`config.mk`:
```
export PLATFORM = sky130hd
export DESIGN_NAME = dcp_isqrt
export DESIGN_NICKNAME = d
export VERILOG_FILES = /design/src/rtl/dcp_isqrt.sv
export SDC_FILE = /design/constraint.sdc
export NUM_CORES = 2
export LEC_CHECK = 0
export ABC_CLOCK_PERIOD_IN_PS = 12500
export CORE_AREA = 2 2 614 616
export CTS_BUF_LIST = sky130_fd_sc_hd__clkbuf_4 sky130_fd_sc_hd__clkbuf_8 sky130_fd_sc_hd__clkbuf_16
export DETAILED_ROUTE_END_ITERATION = 16
export DIE_AREA = 0 0 616 618
export DONT_BUFFER_PORTS = 1
export GPL_ROUTABILITY_DRIVEN = 0
export PLACE_DENSITY_LB_ADDON = 0.3
export SYNTH_ARGS = -nofsm -noshare
export SYNTH_HDL_FRONTEND = slang
export SYNTH_MEMORY_MAX_BITS = 65536
export SYNTH_SLANG_ARGS = --single-unit
```
`constraint.sdc`:
```
create_clock -name i_clk -period 12.5 [get_ports i_clk]
set_input_delay 0.625 -clock i_clk [delete_from_list [all_inputs] [get_ports i_clk]]
set_output_delay 0.625 -clock i_clk [all_outputs]
set_load 0.02 [all_outputs]
```
`src/rtl/dcp_isqrt.sv`:
```
// Pipelined integer square root, one root bit per stage.
module dcp_isqrt #(
    parameter int RW = 33,
    parameter int SW = 8
) (
    input  logic            i_clk,
    input  logic            i_rst_n,
    input  logic            i_valid,
    output logic            o_ready,
    input  logic [2*RW-1:0] i_s,
    input  logic [SW-1:0]   i_side,
    output logic            o_valid,
    input  logic            i_ready,
    output logic [RW-1:0]   o_root,
    output logic [SW-1:0]   o_side
);

    logic            r_v    [RW];
    logic [2*RW-1:0] r_s    [RW];
    logic [RW+1:0]   r_rem  [RW];
    logic [RW-1:0]   r_root [RW];
    logic [SW-1:0]   r_side [RW];
    logic            rdy    [RW+1];

    assign rdy[RW]  = i_ready;
    assign o_ready  = rdy[0];
    assign o_valid  = r_v[RW-1];
    assign o_root   = r_root[RW-1];
    assign o_side   = r_side[RW-1];

    for (genvar g = 0; g < RW; g++) begin : g_stage
        localparam int K = RW - 1 - g;
        logic            v_in;
        logic [2*RW-1:0] s_in;
        logic [RW+1:0]   rem_in;
        logic [RW-1:0]   root_in;
        logic [SW-1:0]   side_in;
        logic [RW+1:0]   rem_sh, trial, n_rem;
        logic [RW-1:0]   n_root;
        logic            ge;

        if (g == 0) begin : g_first
            assign v_in    = i_valid;
            assign s_in    = i_s;
            assign rem_in  = '0;
            assign root_in = '0;
            assign side_in = i_side;
        end else begin : g_next
            assign v_in    = r_v[g-1];
            assign s_in    = r_s[g-1];
            assign rem_in  = r_rem[g-1];
            assign root_in = r_root[g-1];
            assign side_in = r_side[g-1];
        end

        assign rdy[g] = !r_v[g] || rdy[g+1];

        // Bring down the next two radicand bits and try the next root bit.
        always_comb begin
            rem_sh = {rem_in[RW-1:0], s_in[2*K+1 -: 2]};
            trial  = {root_in, 2'b01};
            ge     = (rem_sh >= trial);
            n_rem  = ge ? (rem_sh - trial) : rem_sh;
            n_root = {root_in[RW-2:0], ge};
        end

        always_ff @(posedge i_clk) begin
            if (!i_rst_n) begin
                r_v[g] <= 1'b0;
            end else if (rdy[g]) begin
                r_v[g] <= v_in;
            end
        end

        always_ff @(posedge i_clk) begin
            if (rdy[g] && v_in) begin
                r_s[g]    <= s_in;
                r_rem[g]  <= n_rem;
                r_root[g] <= n_root;
                r_side[g] <= side_in;
            end
        end
    end

endmodule

```
==> results.md <==
* Die area at 381000 um2
* Vias per cell at 4.92
* Most area-hungry cell type in the Yosys netlist: edfxtp_1
* Die Y-Extent at 618 um
* Area contributors post-synth: edfxtp_1 67%, ha_1 5.7%, xnor2_1 2.9%
* Critical Path RT at 11.88 ns
* Final Setup Violations at 0
* Syn avg cell area at 13.5 um2
* Area grow syn2layout at 13.4%
* Pwr Density at 135 nW/um2
* EDFF count, synth at 2920
* Quantity of gates resized following cts at 0
* Routed via count at 74800
* Cell Rows at 225
* ANT nets after route at 0
* Clk buf depth at 4
* CP max FO at 8
* Yosys cell types at 103
* Vias in the first global route at 75900
* Hold-fix buffers, CTS at 80
* Synthesized net count at 10300
* FMAX at 0.177 GHz
* Detailed Place HPWL at 187 mm
* Leading cell type in the layout, fill and taps excluded: edfxtp_1
* Worst-Margin Slew at 1.35 ns
* Initial antenna violation count at 12
* Mapped Cells at 9662
* FFs w/ async S/R, synth at 0%
* RSZ-0062 raised after global routing: no
* Port Buffers at 0
* Slew Limit Fails at 0
* Ys flop type: edfxtp_1
* Setup bufs post-CTS at 0
* Share of cells above drive strength 1 at 7.59%
* Final period util at 45.2%
* Clk Latency, worst-skew pair at 0.91 ns
* Setup TNS at 0 ns
* Nature of the critical path startpoint: flop
* Final cell utilization of the core at 39.6%
* Total clock buffers created by CTS at 313
* # IOs at 121
* Fin cells at 15200
* CP Capture Type: output port
* Worst hold path depth at 2
* Yosys warning total at 0
* Worst Setup Path Type: reg2out
* Gr ovfl total at 0
* Max_slew headroom at 9.49%
* Post-synthesis sequential area ratio at 67.2%
* Initial Util at 34.9%
* Clk sinks at 2921
* Peak VDD IR at 159 uV
* Status: completed
* Routed wire length per instance at 16.7 um
* Min Tclk post-route at 5.65 ns
* Pre-Repair DR Iteration Count at 6
* Core Region at 374000 um2
* Most frequent cells in the layout: 2920 x edfxtp_1, 752 x inv_1, 621 x nand2_1
* DRC at 0
* FF-to-FF path depth at 12
* Tot GR Track Use at 13.0%
* Root buf cell: clkbuf_16
* Global-route wire length before repair at 406 mm
* CP Launch Point: r_v[32]
* H-tree depth at 5
* Fin Clk Skew at 0.0723 ns
* DRT iter0 DRCs at 5006
* Max-Cap Viols at 0
* Pleak at 52.6 nW
* Reg clk slew, reported paths at 0.06 ns
* Final nets at 10600
* Chip width at 616 um
* Final hold vios at 0
* Worst r2r src: r_v[32]
* Area fraction of the dominant cell type after synthesis at 67.2%
* Largest net degree at the start of global routing at 90
* Worst Hold Class: in2reg
* Register bit total from synthesis at 2921
* WP data arrival at 5.03 ns
* Worst reg-to-reg setup slack at 7.26 ns
* Worst Setup EP: o_ready
* Reg2Reg Capture Point: r_s[0][5]
* Drt total wl at 254 mm
* Placed Cells incl. Taps at 14600
* Post-Syn Area at 131000 um2
* CTS tree: done
## critical path, cell delays in order (launching register included)
cell	delay, ns
dfxtp_1	0.46
and4b_1	0.35
and4_1	0.76
nand4_1	0.36
nor3_1	0.35
buf_4	0.26
and2_1	0.33
and3_1	0.28
and2_1	0.28
and3_1	0.34
nand2_1	0.36
## sequential cells by signal, indices dropped and copies added, names as in the netlist
name / count
r_root: 561
r_rem: 1007
r_side: 264
r_v: 33
r_s: 1056
## power breakdown
group | internal [mW] | switching [mW]
Combinational | 0.0368 | 0.0525
Sequential | 10.7 | 0.0143
Clock | 5.44 | 3.70
Total | 16.2 | 3.77
## cells in the mapped netlist (56+ instances only)
master and count:
o21a_1 108, ha_1 595, nand4_1 97, or3_1 99, nand2b_1 131, xor2_1 394, and2_1 56, nor3_1 243
nor4_1 98, nand3_1 158, a21o_1 191, inv_1 752, edfxtp_1 2920, xnor2_1 437, nor2_1 618, a21oi_1 568
o21ai_0 476, and3_1 60, nor2b_1 97, nand2_1 621, mux2_2 74, clkbuf_1 124
## layout make-up
cell class	instances	area, um2
Antenna cell	2	5.00
Clock buffer	385	8510
Clock inverter	170	1670
Fill cell	34300	226000
Inverter	757	2840
Multi-Input combinational cell	5828	39700
Sequential cell	2921	87700
Tap cell	4994	6250
Timing Repair Buffer	144	1310
## per-stage QoR
step | setup WS [ns] | power, mW | hold slack [ns] | instance area (um2)
6_report | 6.85 | 19.9 | 0.166 | 148000
5_1_grt | 6.50 | 20.6 | 0.142 | 148000
4_1_cts | 6.60 | 20.2 | 0.0829 | 148000
3_5_place_dp | 6.88 | 11.0 | 0.405 | 137000
3_3_place_gp | 6.86 | 11.0 | 0.400 | 137000
2_1_floorplan | 2.89 | 10.9 | 0.400 | 131000
## per-layer routing
metal,GRT usage (%),vias up,part of all wire [%]
met5,0,-,0
met4,5.16,0,3.7
met3,1.78,580,4.2
met2,23.3,1748,50
met1,15.8,36100,42
li1,-,36400,-
## logic make-up after synthesis
kind of cell               synth area share (%)
adders and majority gates                  5.70
muxes                                     0.700
other                                   0.00287
xor gates and xnor gates                   5.57
AOI/OAI and AO/OA                          8.56
buffers and inverters                      2.67
DFF                                        67.2
and+or+nand+nor                            9.62
## worst min path at each step
stage	startpoint	to	slack (ns)
finish	i_rst_n	r_v[11]	0.17
global route	i_rst_n	r_v[5]	0.14
CTS	i_rst_n	r_v[15]	0.08
detailed placement	r_s[0][934]	r_s[0][1000]	0.40
global placement	r_s[0][1332]	r_s[0][1398]	0.40
floorplan	r_s[0][934]	r_s[0][1000]	0.40
No activity file was read; power rests on OpenSTA's default activity.
